==> src/sv/hsv2rgb_pkg.sv <==
// Shared constants, types and helpers for the HSV to RGB converter.
package hsv2rgb_pkg;

  // Fixed-point formats
  localparam int HUE_FRAC_BITS  = 4;
  localparam int COMP_FRAC_BITS = 8;

  // Field widths
  localparam int HUE_W  = 13;
  localparam int COMP_W = 9;
  localparam int CHAN_W = 8;

  // Hue geometry: one sector is 60 degrees, one turn six sectors
  localparam int SECTOR_SPAN = 60 << HUE_FRAC_BITS;
  localparam int TURN        = 6 * SECTOR_SPAN;
  localparam int REM_W       = $clog2(SECTOR_SPAN);

  // Component one (1.0) and the full-scale term ONE * SECTOR_SPAN
  localparam int COMP_ONE = 1 << COMP_FRAC_BITS;
  localparam int ONE_SPAN = COMP_ONE * SECTOR_SPAN;
  localparam int TERM_W   = $clog2(ONE_SPAN + 1);

  // channel = floor(255 * v * term / (ONE * ONE * SPAN)).
  // SPAN = 15 << (HUE_FRAC_BITS + 2) and 255 = 15 * 17, so the division is
  // exact as a multiply by 17 and a right shift.
  localparam int CHAN_FACTOR = 255 / 15;
  localparam int CHAN_SHIFT  = 2 * COMP_FRAC_BITS + HUE_FRAC_BITS + 2;
  localparam int PROD_W      = COMP_W + TERM_W;
  localparam int SCALED_W    = PROD_W + $clog2(CHAN_FACTOR + 1);
  localparam int CHAN_MAX    = (1 << CHAN_W) - 1;

  typedef enum logic [2:0] {
    SECTOR_0,
    SECTOR_1,
    SECTOR_2,
    SECTOR_3,
    SECTOR_4,
    SECTOR_5
  } sector_t;

  // Stage 2 -> stage 3 payload
  typedef struct packed {
    sector_t             sector;
    logic [REM_W-1:0]    rem;
    logic [COMP_W-1:0]   sat;
    logic [COMP_W-1:0]   val;
  } split_t;

  // Stage 3 -> stage 4 payload: 1 - s*k terms scaled by ONE_SPAN
  typedef struct packed {
    sector_t             sector;
    logic [TERM_W-1:0]   term_p;
    logic [TERM_W-1:0]   term_q;
    logic [TERM_W-1:0]   term_t;
    logic [COMP_W-1:0]   val;
  } terms_t;

  // Start of a sector in hue units
  function automatic logic [HUE_W-1:0] sector_base(sector_t sec);
    return HUE_W'(32'(sec) * SECTOR_SPAN);
  endfunction

endpackage

==> src/sv/hsv2rgb_hue_split.sv <==
// Stages 1-2: hue wrap, saturation clamp, sector and remainder split.
module hsv2rgb_hue_split (
  input  logic                             clk,
  input  logic                             rst_n,
  input  logic                             in_valid,
  output logic                             in_ready,
  input  logic [hsv2rgb_pkg::HUE_W-1:0]    in_hue,
  input  logic [hsv2rgb_pkg::COMP_W-1:0]   in_sat,
  input  logic [hsv2rgb_pkg::COMP_W-1:0]   in_val,
  output logic                             out_valid,
  input  logic                             out_ready,
  output hsv2rgb_pkg::split_t              out_data
);

  logic                             s1_valid_r;
  logic [hsv2rgb_pkg::HUE_W-1:0]    s1_hue_r;
  logic [hsv2rgb_pkg::COMP_W-1:0]   s1_sat_r;
  logic [hsv2rgb_pkg::COMP_W-1:0]   s1_val_r;
  logic [hsv2rgb_pkg::HUE_W-1:0]    s1_hue_nxt;
  logic [hsv2rgb_pkg::COMP_W-1:0]   s1_sat_nxt;
  logic                             s1_ready;

  logic                             s2_valid_r;
  hsv2rgb_pkg::split_t              s2_data_r;
  hsv2rgb_pkg::split_t              s2_data_nxt;
  logic                             s2_ready;

  assign s2_ready = !s2_valid_r || out_ready;
  assign s1_ready = !s1_valid_r || s2_ready;
  assign in_ready = s1_ready;

  // Input range is below two turns, so one conditional subtract wraps it
  always_comb begin
    if (in_hue >= hsv2rgb_pkg::HUE_W'(hsv2rgb_pkg::TURN)) begin
      s1_hue_nxt = in_hue - hsv2rgb_pkg::HUE_W'(hsv2rgb_pkg::TURN);
    end else begin
      s1_hue_nxt = in_hue;
    end
    if (in_sat > hsv2rgb_pkg::COMP_W'(hsv2rgb_pkg::COMP_ONE)) begin
      s1_sat_nxt = hsv2rgb_pkg::COMP_W'(hsv2rgb_pkg::COMP_ONE);
    end else begin
      s1_sat_nxt = in_sat;
    end
  end

  // Sector by compare against the five sector boundaries
  always_comb begin
    hsv2rgb_pkg::sector_t sec;
    sec = hsv2rgb_pkg::SECTOR_0;
    for (int k = 1; k < 6; k++) begin
      if (s1_hue_r >= hsv2rgb_pkg::HUE_W'(k * hsv2rgb_pkg::SECTOR_SPAN)) begin
        sec = hsv2rgb_pkg::sector_t'(3'(k));
      end
    end
    s2_data_nxt.sector = sec;
    s2_data_nxt.rem    = hsv2rgb_pkg::REM_W'(s1_hue_r - hsv2rgb_pkg::sector_base(sec));
    s2_data_nxt.sat    = s1_sat_r;
    s2_data_nxt.val    = s1_val_r;
  end

  always_ff @(posedge clk) begin
    if (!rst_n) begin
      s1_valid_r <= 1'b0;
      s2_valid_r <= 1'b0;
    end else begin
      if (s1_ready) s1_valid_r <= in_valid;
      if (s2_ready) s2_valid_r <= s1_valid_r;
    end
  end

  always_ff @(posedge clk) begin
    if (s1_ready) begin
      s1_hue_r <= s1_hue_nxt;
      s1_sat_r <= s1_sat_nxt;
      s1_val_r <= in_val;
    end
    if (s2_ready) begin
      s2_data_r <= s2_data_nxt;
    end
  end

  assign out_valid = s2_valid_r;
  assign out_data  = s2_data_r;

  a_rem_in_sector: assert property (@(posedge clk) disable iff (!rst_n)
    s2_valid_r |-> (32'(s2_data_r.rem) < hsv2rgb_pkg::SECTOR_SPAN))
    else $error("sector remainder out of range");

endmodule

==> src/sv/hsv2rgb_terms.sv <==
// Stage 3: p, q and t terms (1 - s*k) in units of ONE * SECTOR_SPAN.
module hsv2rgb_terms (
  input  logic                  clk,
  input  logic                  rst_n,
  input  logic                  in_valid,
  output logic                  in_ready,
  input  hsv2rgb_pkg::split_t   in_data,
  output logic                  out_valid,
  input  logic                  out_ready,
  output hsv2rgb_pkg::terms_t   out_data
);

  logic                              valid_r;
  hsv2rgb_pkg::terms_t               data_r;
  hsv2rgb_pkg::terms_t               data_nxt;
  logic [hsv2rgb_pkg::TERM_W-1:0]    span_sat;
  logic [hsv2rgb_pkg::TERM_W-1:0]    rem_sat;
  logic [hsv2rgb_pkg::TERM_W-1:0]    one_span;

  assign in_ready = !valid_r || out_ready;
  assign one_span = hsv2rgb_pkg::TERM_W'(hsv2rgb_pkg::ONE_SPAN);

  always_comb begin
    span_sat = hsv2rgb_pkg::TERM_W'(in_data.sat)
             * hsv2rgb_pkg::TERM_W'(hsv2rgb_pkg::SECTOR_SPAN);
    rem_sat  = hsv2rgb_pkg::TERM_W'(in_data.sat) * hsv2rgb_pkg::TERM_W'(in_data.rem);
    data_nxt.sector = in_data.sector;
    data_nxt.term_p = one_span - span_sat;
    data_nxt.term_q = one_span - rem_sat;
    data_nxt.term_t = one_span - span_sat + rem_sat;   // one_span - s*(SPAN - rem)
    data_nxt.val    = in_data.val;
  end

  always_ff @(posedge clk) begin
    if (!rst_n) begin
      valid_r <= 1'b0;
    end else if (in_ready) begin
      valid_r <= in_valid;
    end
  end

  always_ff @(posedge clk) begin
    if (in_ready) data_r <= data_nxt;
  end

  assign out_valid = valid_r;
  assign out_data  = data_r;

  // q + t always sums to one plus p
  a_term_sum: assert property (@(posedge clk) disable iff (!rst_n)
    valid_r |->
      ((hsv2rgb_pkg::TERM_W+1)'(data_r.term_q) + (hsv2rgb_pkg::TERM_W+1)'(data_r.term_t)
       == (hsv2rgb_pkg::TERM_W+1)'(one_span) + (hsv2rgb_pkg::TERM_W+1)'(data_r.term_p)))
    else $error("p/q/t terms inconsistent");

endmodule

==> src/sv/hsv2rgb_scale.sv <==
// Stages 4-5: value products, scale by 255, clamp and sector select.
module hsv2rgb_scale (
  input  logic                             clk,
  input  logic                             rst_n,
  input  logic                             in_valid,
  output logic                             in_ready,
  input  hsv2rgb_pkg::terms_t              in_data,
  output logic                             out_valid,
  input  logic                             out_ready,
  output logic [hsv2rgb_pkg::CHAN_W-1:0]   out_red,
  output logic [hsv2rgb_pkg::CHAN_W-1:0]   out_green,
  output logic [hsv2rgb_pkg::CHAN_W-1:0]   out_blue
);

  localparam int PW = hsv2rgb_pkg::PROD_W;
  localparam int CW = hsv2rgb_pkg::CHAN_W;

  logic                    s4_valid_r;
  hsv2rgb_pkg::sector_t    s4_sector_r;
  logic [PW-1:0]           s4_mv_r;
  logic [PW-1:0]           s4_mp_r;
  logic [PW-1:0]           s4_mq_r;
  logic [PW-1:0]           s4_mt_r;
  logic                    s4_ready;

  logic                    s5_valid_r;
  logic [CW-1:0]           s5_red_r;
  logic [CW-1:0]           s5_green_r;
  logic [CW-1:0]           s5_blue_r;
  logic [CW-1:0]           s5_red_nxt;
  logic [CW-1:0]           s5_green_nxt;
  logic [CW-1:0]           s5_blue_nxt;
  logic [CW-1:0]           cv;
  logic [CW-1:0]           cp;
  logic [CW-1:0]           cq;
  logic [CW-1:0]           ct;
  logic                    s5_ready;

  // floor(prod * 17 >> shift), saturated to the channel range
  function automatic logic [CW-1:0] chan_of(logic [PW-1:0] prod);
    logic [hsv2rgb_pkg::SCALED_W-1:0] scaled;
    logic [hsv2rgb_pkg::SCALED_W-1:0] shifted;
    scaled  = hsv2rgb_pkg::SCALED_W'(prod)
            * hsv2rgb_pkg::SCALED_W'(hsv2rgb_pkg::CHAN_FACTOR);
    shifted = scaled >> hsv2rgb_pkg::CHAN_SHIFT;
    if (shifted > hsv2rgb_pkg::SCALED_W'(hsv2rgb_pkg::CHAN_MAX)) begin
      return CW'(hsv2rgb_pkg::CHAN_MAX);
    end
    return CW'(shifted);
  endfunction

  assign s5_ready = !s5_valid_r || out_ready;
  assign s4_ready = !s4_valid_r || s5_ready;
  assign in_ready = s4_ready;

  always_comb begin
    cv = chan_of(s4_mv_r);
    cp = chan_of(s4_mp_r);
    cq = chan_of(s4_mq_r);
    ct = chan_of(s4_mt_r);
    unique case (s4_sector_r)
      hsv2rgb_pkg::SECTOR_0: begin
        s5_red_nxt = cv; s5_green_nxt = ct; s5_blue_nxt = cp;
      end
      hsv2rgb_pkg::SECTOR_1: begin
        s5_red_nxt = cq; s5_green_nxt = cv; s5_blue_nxt = cp;
      end
      hsv2rgb_pkg::SECTOR_2: begin
        s5_red_nxt = cp; s5_green_nxt = cv; s5_blue_nxt = ct;
      end
      hsv2rgb_pkg::SECTOR_3: begin
        s5_red_nxt = cp; s5_green_nxt = cq; s5_blue_nxt = cv;
      end
      hsv2rgb_pkg::SECTOR_4: begin
        s5_red_nxt = ct; s5_green_nxt = cp; s5_blue_nxt = cv;
      end
      hsv2rgb_pkg::SECTOR_5: begin
        s5_red_nxt = cv; s5_green_nxt = cp; s5_blue_nxt = cq;
      end
      default: begin
        s5_red_nxt = cv; s5_green_nxt = cp; s5_blue_nxt = cq;
      end
    endcase
  end

  always_ff @(posedge clk) begin
    if (!rst_n) begin
      s4_valid_r <= 1'b0;
      s5_valid_r <= 1'b0;
    end else begin
      if (s4_ready) s4_valid_r <= in_valid;
      if (s5_ready) s5_valid_r <= s4_valid_r;
    end
  end

  always_ff @(posedge clk) begin
    if (s4_ready) begin
      s4_sector_r <= in_data.sector;
      s4_mv_r     <= PW'(in_data.val) * PW'(hsv2rgb_pkg::ONE_SPAN);
      s4_mp_r     <= PW'(in_data.val) * PW'(in_data.term_p);
      s4_mq_r     <= PW'(in_data.val) * PW'(in_data.term_q);
      s4_mt_r     <= PW'(in_data.val) * PW'(in_data.term_t);
    end
    if (s5_ready) begin
      s5_red_r   <= s5_red_nxt;
      s5_green_r <= s5_green_nxt;
      s5_blue_r  <= s5_blue_nxt;
    end
  end

  assign out_valid = s5_valid_r;
  assign out_red   = s5_red_r;
  assign out_green = s5_green_r;
  assign out_blue  = s5_blue_r;

endmodule

==> src/sv/hsv_to_rgb_converter_core.sv <==
// Top level of the HSV to RGB pixel converter.
//
// Usage:
//   in_*  channel carries one HSV pixel per transfer: hue in 1/16 degree
//         (5760 = 360 degrees, reduced modulo one turn), saturation Q1.8
//         (clamped to 1.0) and brightness Q1.8.
//   out_* channel carries one RGB pixel per transfer, each channel the
//         component times 255, truncated and saturated to 0..255.
//   Every input transfer yields exactly one output transfer, in order.
// Pipeline: an input pixel passes five register stages (hue wrap, sector
//   split, p/q/t terms, value multiply, scale/select) before out_tvalid
//   rises for it.
// Throughput: one pixel per clock while out_tready is high; every stage has its own
//   valid bit and holds unless it is empty or the next stage takes its content.
// Stall: when out_tready is low the last stage holds its pixel; earlier
//   stages keep filling bubbles, and in_tready drops only when all five
//   stages are occupied.
// Reset: synchronous, active low rst_n empties the pipeline; out_tvalid
//   is low in the cycle after reset.
module hsv_to_rgb_converter_core (
  input  logic        clk,
  input  logic        rst_n,
  input  logic        in_tvalid,
  output logic        in_tready,
  input  logic [31:0] in_tdata,    // [12:0] hue, [21:13] saturation, [30:22] brightness
  output logic        out_tvalid,
  input  logic        out_tready,
  output logic [23:0] out_tdata    // [7:0] red, [15:8] green, [23:16] blue
);

  localparam int HW = hsv2rgb_pkg::HUE_W;
  localparam int CW = hsv2rgb_pkg::COMP_W;

  logic                             split_valid;
  logic                             split_ready;
  hsv2rgb_pkg::split_t              split_data;
  logic                             terms_valid;
  logic                             terms_ready;
  hsv2rgb_pkg::terms_t              terms_data;
  logic [hsv2rgb_pkg::CHAN_W-1:0]   red;
  logic [hsv2rgb_pkg::CHAN_W-1:0]   green;
  logic [hsv2rgb_pkg::CHAN_W-1:0]   blue;

  // Stages 1-2
  hsv2rgb_hue_split u_hue_split (
    .clk       (clk),
    .rst_n     (rst_n),
    .in_valid  (in_tvalid),
    .in_ready  (in_tready),
    .in_hue    (in_tdata[HW-1:0]),
    .in_sat    (in_tdata[HW+CW-1:HW]),
    .in_val    (in_tdata[HW+2*CW-1:HW+CW]),
    .out_valid (split_valid),
    .out_ready (split_ready),
    .out_data  (split_data)
  );

  // Stage 3
  hsv2rgb_terms u_terms (
    .clk       (clk),
    .rst_n     (rst_n),
    .in_valid  (split_valid),
    .in_ready  (split_ready),
    .in_data   (split_data),
    .out_valid (terms_valid),
    .out_ready (terms_ready),
    .out_data  (terms_data)
  );

  // Stages 4-5; stage 5 is the output register
  hsv2rgb_scale u_scale (
    .clk       (clk),
    .rst_n     (rst_n),
    .in_valid  (terms_valid),
    .in_ready  (terms_ready),
    .in_data   (terms_data),
    .out_valid (out_tvalid),
    .out_ready (out_tready),
    .out_red   (red),
    .out_green (green),
    .out_blue  (blue)
  );

  assign out_tdata = {blue, green, red};

  // Input backpressure only when the output is full and stalled
  a_stall_source: assert property (@(posedge clk) disable iff (!rst_n)
    !in_tready |-> (out_tvalid && !out_tready))
    else $error("input stalled while output side can drain");

  a_reset_empty: assert property (@(posedge clk)
    !rst_n |=> !out_tvalid)
    else $error("output valid right after reset");

endmodule
==> config.mk <==
export PLATFORM = sky130hd
export DESIGN_NAME = hsv_to_rgb_converter_core
export DESIGN_NICKNAME = d
export VERILOG_FILES = /design/src/sv/hsv2rgb_pkg.sv /design/src/sv/hsv2rgb_hue_split.sv /design/src/sv/hsv2rgb_terms.sv /design/src/sv/hsv2rgb_scale.sv /design/src/sv/hsv_to_rgb_converter_core.sv
export SDC_FILE = /design/constraint.sdc
export NUM_CORES = 2
export LEC_CHECK = 0
export BUFFER_PORTS_ARGS = -buffer_cell sky130_fd_sc_hd__buf_4
export CORE_ASPECT_RATIO = 1.75
export CORE_MARGIN = 5
export CORE_UTILIZATION = 50
export DETAILED_ROUTE_END_ITERATION = 8
export PLACE_DENSITY_LB_ADDON = 0.3
export SLEW_MARGIN = 20
export SYNTH_ARGS = -nofsm -noshare
export SYNTH_HDL_FRONTEND = slang
export SYNTH_SLANG_ARGS = --single-unit
==> constraint.sdc <==
create_clock -name clk -period 7.2 [get_ports clk]
set_input_delay 1.44 -clock clk [delete_from_list [all_inputs] [get_ports clk]]
set_output_delay 1.44 -clock clk [all_outputs]
set_load 0.02 [all_outputs]
; ---- Word level (Yosys, flattened, before mapping)
; Cells that the tools add are included.
[totals]
in_bits = 36
romBits = 0
word_cells = 92
memories = 0
ff_bits = 254
output_inout_bits = 26
latchBits = 0
ramBits = 0
[classes]
addsub = 5
div = 0
mux = 21
magnitude_cmp = 11
bitwise = 0
n_eq_ne = 4
n_reduce_logical = 15
mul = 11
n_shift = 0
[ops]
columns = operator, n
row1 = $mul 27x5->32 const B, 3
row2 = $mul 9x18->27, 3
row3 = $pmux 8 s3, 3
row4 = $mux 8, 8
row5 = $gt 10x8->1 const B, 4
row6 = $sub 18x18->18 const A, 2
row7 = $ge 13x12->1 const B, 2
row8 = $ge 13x13->1 const B, 2
row9 = $add 18x18->18, 1
row10 = $mul 13x5->18 const B, 1
row11 = $mul 9x10->18, 1
row12 = $ge 13x10->1 const B, 1
row13 = $ge 13x11->1 const B, 1
row14 = $mul 9x4->13 const B, 1
row15 = $mux 13, 1
row16 = $sub 13x13->13 const B, 1
row17 = $mul 9x4->12 const B, 1
row18 = $sub 10x10->10, 1
row19 = $gt 9x9->1 const B, 1
row20 = $reduce_or 2->1, 4
row21 = $eq 3x2->1 const B, 2
row22 = $mux 3, 2
row23 = $logic_not 1->1, 5
row24 = $logic_or 1x1->1, 5
row25 = other kinds (6), 11

; ---- Logic depth before layout (Yosys ltp)
[logic_depth]
word_depth = 8
mapped_depth = 26
ltp_nobuf = 25

; ---- By module
; From an unflattened synthesis, not the netlist that was laid out.
[unflattened]
cells_unflattened = 3381
hier_area_um2 = 32865.3
[by_module_without_submodules]
columns = module, area_each_um2, cells_per_inst, instances
row1 = hsv2rgb_scale, 23784.1, 2590, 1
row2 = hsv2rgb_terms, 6622.6, 649, 1
row3 = hsv2rgb_hue_split, 2458.6, 142, 1

; ---- Worst setup path after synthesis
; OpenSTA, ideal clock, no wires.
[synth_timing]
path_kind = flip-flop to flip-flop
from = register u_hue_split.s2_data_r, in the netlist u_hue_split.out_data[16]
to = register u_terms.data_r, in the netlist u_terms.out_data[25], data pin
setup_ns = 0.135
t_required_ns = 7.065
t_arrival_ns = 5.902
path_slack_ns = 1.163
stages_incl_launch_ff = 22
n_path_buf = 1
cell_sequence = edfxtp_1 > clkbuf_1 > and2_1 > fa_1 > fa_1 > fa_1 > inv_1 > fa_1 > inv_1 > ha_1 > o21a_1 > or2_2 > o21a_1 > a21oi_1 > xor2_1 > inv_1 > ha_1 > a21boi_0 > o21ai_0 > a21boi_0 > or4b_2 > nand3_1
[synth_rtl]
columns = item, line_no
row1 = "start, declared", hsv2rgb_hue_split.sv:24  ; hsv2rgb_pkg::split_t s2_data_r;
row2 = "start signal, assigned", hsv2rgb_hue_split.sv:78  ; s2_data_r <= s2_data_nxt;
row3 = "end signal, assigned", hsv2rgb_terms.sv:43  ; if (in_ready) data_r <= data_nxt;
row4 = "end, declared", hsv2rgb_terms.sv:14  ; hsv2rgb_pkg::terms_t data_r;

==> flow_metrics.py <==
metrics = {
    "status": {
        "status": "finished clean",
    },
    "routing": {
        "first_pass_iters": 8,
        "drc": 0,
        "routed_wirelength_um": 65000,
        "vias_per_cell": 5.55,
        "antenna_left": 0,
        "vias": 20939,
        "drt_iter0_drc": 867,
        "routedWlPerCell_um": 17.2,
    },
    "worst_setup_path": {
        "criticalPathCategory": "register to register",
        "cp_slowest_stage_delay_ps": 750,
        "crit_fanout": 14,
        "crit_path_end_kind": "register",
        "cp_cell_sequence": "nand2_1, fa_1, inv_1, fa_1, inv_1, fa_1, fa_1, inv_1, ha_1, o21ai_0, nand2_1, xor2_1, ha_1, nor2b_1, o21ai_0, a21boi_0, o21ai_0, a21boi_0, o21ai_0, a21boi_0, or4b_2, nand3_1",
        "cp-start-kind": "register",
        "critPathRequiredTime_ps": 7630,
        "crit_path_top_delay_cell": "edfxtp_1",
        "crit_arrival_ps": 6990,
    },
    "logic_synthesis": {
        "synthCells": 2979,
        "synth_top_area_share_pct": 25.9,
        "synth.net_count": 3758,
        "synth_top_family_by_area": "adder cells",
        "ys_seq_elements": 240,
        "synth_area_leaders": "fa_1 26%, edfxtp_1 24%, ha_1 15%",
        "synthMuxAreaShare_pct": 0.498,
        "async_flop_share_pct": 0,
        "synth_area_um2": 29900,
        "synthSimpleGateAreaFrac_pct": 14.5,
        "yosysWarnings": 0,
        "synth.distinct_cells": 86,
        "synth_ff_type": "edfxtp_1",
        "synth_top_cell_by_area": "fa_1",
        "synthXorXnorAreaFrac_pct": 4.12,
        "synthAdderAreaFrac_pct": 40.8,
        "ys_seq_area_share_pct": 23.9,
        "syn_area_per_cell_um2": 10.0,
        "synth_edf_count": 235,
        "synth_compound_area_share_pct": 8.98,
    },
    "timing": {
        "setup_slack_ps": 637,
        "rsz0062_at_grt": "false",
        "final.setup.tns_ps": 0,
        "worstMarginPinSlew_ps": 1150,
        "fmax_ghz": 0.152,
        "setup_viol": 0,
        "finalCritPeriodShare_pct": 91.1,
        "hold_violations": 0,
        "slew_headroom_pct": 23.2,
        "final-max-slew-violation-count": 0,
        "period_minus_slack_ps": 6560,
        "fin_skew_ps": 16.1,
    },
    "grt": {
        "grt_pass1_vias": 22866,
        "grt_pass1_wl_um": 109000,
        "globalRoute.totalOverflow": 0,
        "grt_start_max_net_pins": 91,
        "antenna_found_initial": 2,
        "grt_usage_pct": 20.2,
    },
    "final_layout": {
        "num-nets-final": 3754,
        "seq_area_um2": 7160,
        "layout-drive-gt1-share_pct": 5.48,
        "multi_input_area_um2": 20600,
        "area_delta_synth_final_pct": 6.59,
        "num_antenna_cells": 0,
        "fill_cells": 5065,
    },
    "clocking": {
        "clk_path_buf_depth": 3,
        "cts-htree-levels": 1,
        "cts-root-buf": "clkbuf_16",
        "cts_tree": "yes",
        "cts_resized": 0,
        "cts_sinks": 240,
        "cts_setup_buffers": 0,
        "clkLatencyLatePin_ps": 560,
        "cts_hold_buffers": 0,
        "cts.clk_slew.worst_paths_ps": 70,
        "numCtsBuffers": 25,
    },
    "place": {
        "dp_slack_ps": 648,
        "gp_congestion": 0.928,
        "numPortBuffers": 60,
        "dpl.hpwl_um": 54100,
    },
    "die": {
        "fp.dieH_um": 333,
        "core_area_um2": 59200,
        "io_pins": 62,
        "dieArea_um2": 65000,
        "start_util_pct": 50.5,
        "die_w_um": 195,
        "rows": 118,
    },
    "flow_run": {
        "drv_cap": 0,
    },
    "worst_hold_path": {
        "worst_hold_path_type": "register to register",
    },
}
## metrics by stage
step | util (%) | hold WS (ps) | cells | area [µm²]
3_5_place_dp | 52.4 | 405 | 3727 | 31000
3_3_place_gp | 52.4 | 401 | 3727 | 31000
6_report | 53.8 | 415 | 3773 | 31900
4_1_cts | 53.8 | 419 | 3772 | 31800
2_1_floorplan | - | 400 | 2979 | 29900
5_1_grt | 53.8 | 414 | 3773 | 31900
## critical path: cells and delay by family, from the launching register on
kind                       cells  cell delay [ps]
AOI/OAI and AO/OA              7             1310
buffers and inverters          3              140
and+or+nand+nor                5             1170
xor gates and xnor gates       1              310
adders and majority gates      6             2710
DFF                            1              750
## placed cells by master, fill, tap and decap left out, types with 9 or more instances in the layout
cell type / instances
a211o_1: 11
a211oi_1: 21
a21o_1: 32
a21oi_1: 101
a31oi_1: 9
and2_1: 215
and3_1: 15
buf_4: 80
clkbuf_16: 25
edfxtp_1: 235
fa_1: 386
ha_1: 357
inv_1: 450
nand2_1: 373
nand2b_1: 16
nand3_1: 38
nand4_1: 10
nor2_1: 99
nor2b_1: 32
nor3_1: 34
o211ai_1: 9
o21a_1: 30
o21ai_0: 58
o21bai_1: 14
o31ai_1: 12
or3_1: 21
xnor2_1: 103
xor2_1: 35
## per-layer routing
metal	global-route usage, %	part of all wire, %
met1	20.5	34
met2	40.7	56
met3	2.07	3.8
met4	9.28	5.3
met5	0	0.020
## synth_stat cells (all sizes together) (9+ instances only)
master,n
xor2,35
nor2,99
a211oi,22
edfxtp,235
xnor2,103
and3,15
nor2b,32
nand3,38
a211o,11
clkbuf,105
inv,451
o211ai,9
o31ai,13
or3,22
ha,357
a21o,32
o41ai,9
nor3,35
nand2b,16
o21a,30
nand4,10
o21bai,14
o21ai,62
a21oi,104
a31oi,9
and2,215
nand2,376
fa,386
## kinds of logic (layout without fill, tap and decap cells)
logic type | Yosys count | after routing
flops | 240 | 240
xor+xnor | 139 | 139
compound gates | 386 | 386
mux | 14 | 14
fa+ha+maj | 744 | 744
buf+inv | 565 | 579
simple gates | 891 | 891
## path summary, 6_finish.rpt
| path | endpoint | from | slack (ps) | depth (start not counted) |
|---|---|---|---|---|
| max | u_terms.out_data[25]$_DFFE_PP_ | u_hue_split.out_data[11]$_DFFE_PP_ | 640 | 22 |
| min | u_hue_split.out_data[16]$_DFFE_PP_ | u_hue_split.s1_sat_r[7]$_SDFFCE_PN0P_ | 420 | 0 |
| max reg2reg | u_terms.out_data[25]$_DFFE_PP_ | u_hue_split.out_data[11]$_DFFE_PP_ | 640 | 22 |
| min reg2reg | u_hue_split.out_data[16]$_DFFE_PP_ | u_hue_split.s1_sat_r[7]$_SDFFCE_PN0P_ | 420 | 0 |
## area by class of cell
type                    instances  area share, %
multi-input cells            2174           64.7
flip-flops and latches        240           22.5
inverters                     453           5.34
well taps                     780           3.06
clock buffers                  28           2.00
repair buffers                 81           1.93
clock inverters                17          0.456
## registers in the layout, summed over array words and instances (netlist names), 3 cells and up
| signal | count |
|---|---|
| u_scale.out_red | 8 |
| u_scale.out_blue | 8 |
| u_scale.s4_mp_r | 21 |
| u_hue_split.s1_val_r | 9 |
| u_hue_split.s1_hue_r | 13 |
| u_scale.s4_mt_r | 27 |
| u_hue_split.out_data | 31 |
| u_scale.s4_mq_r | 26 |
| u_terms.out_data | 59 |
| u_scale.out_green | 8 |
| u_hue_split.s1_sat_r | 9 |
| u_scale.s4_sector_r | 3 |
| u_scale.s4_mv_r | 13 |
Power is not shown: default switching activity piles up to over one toggle a cycle in this logic, so the estimate is an artifact.
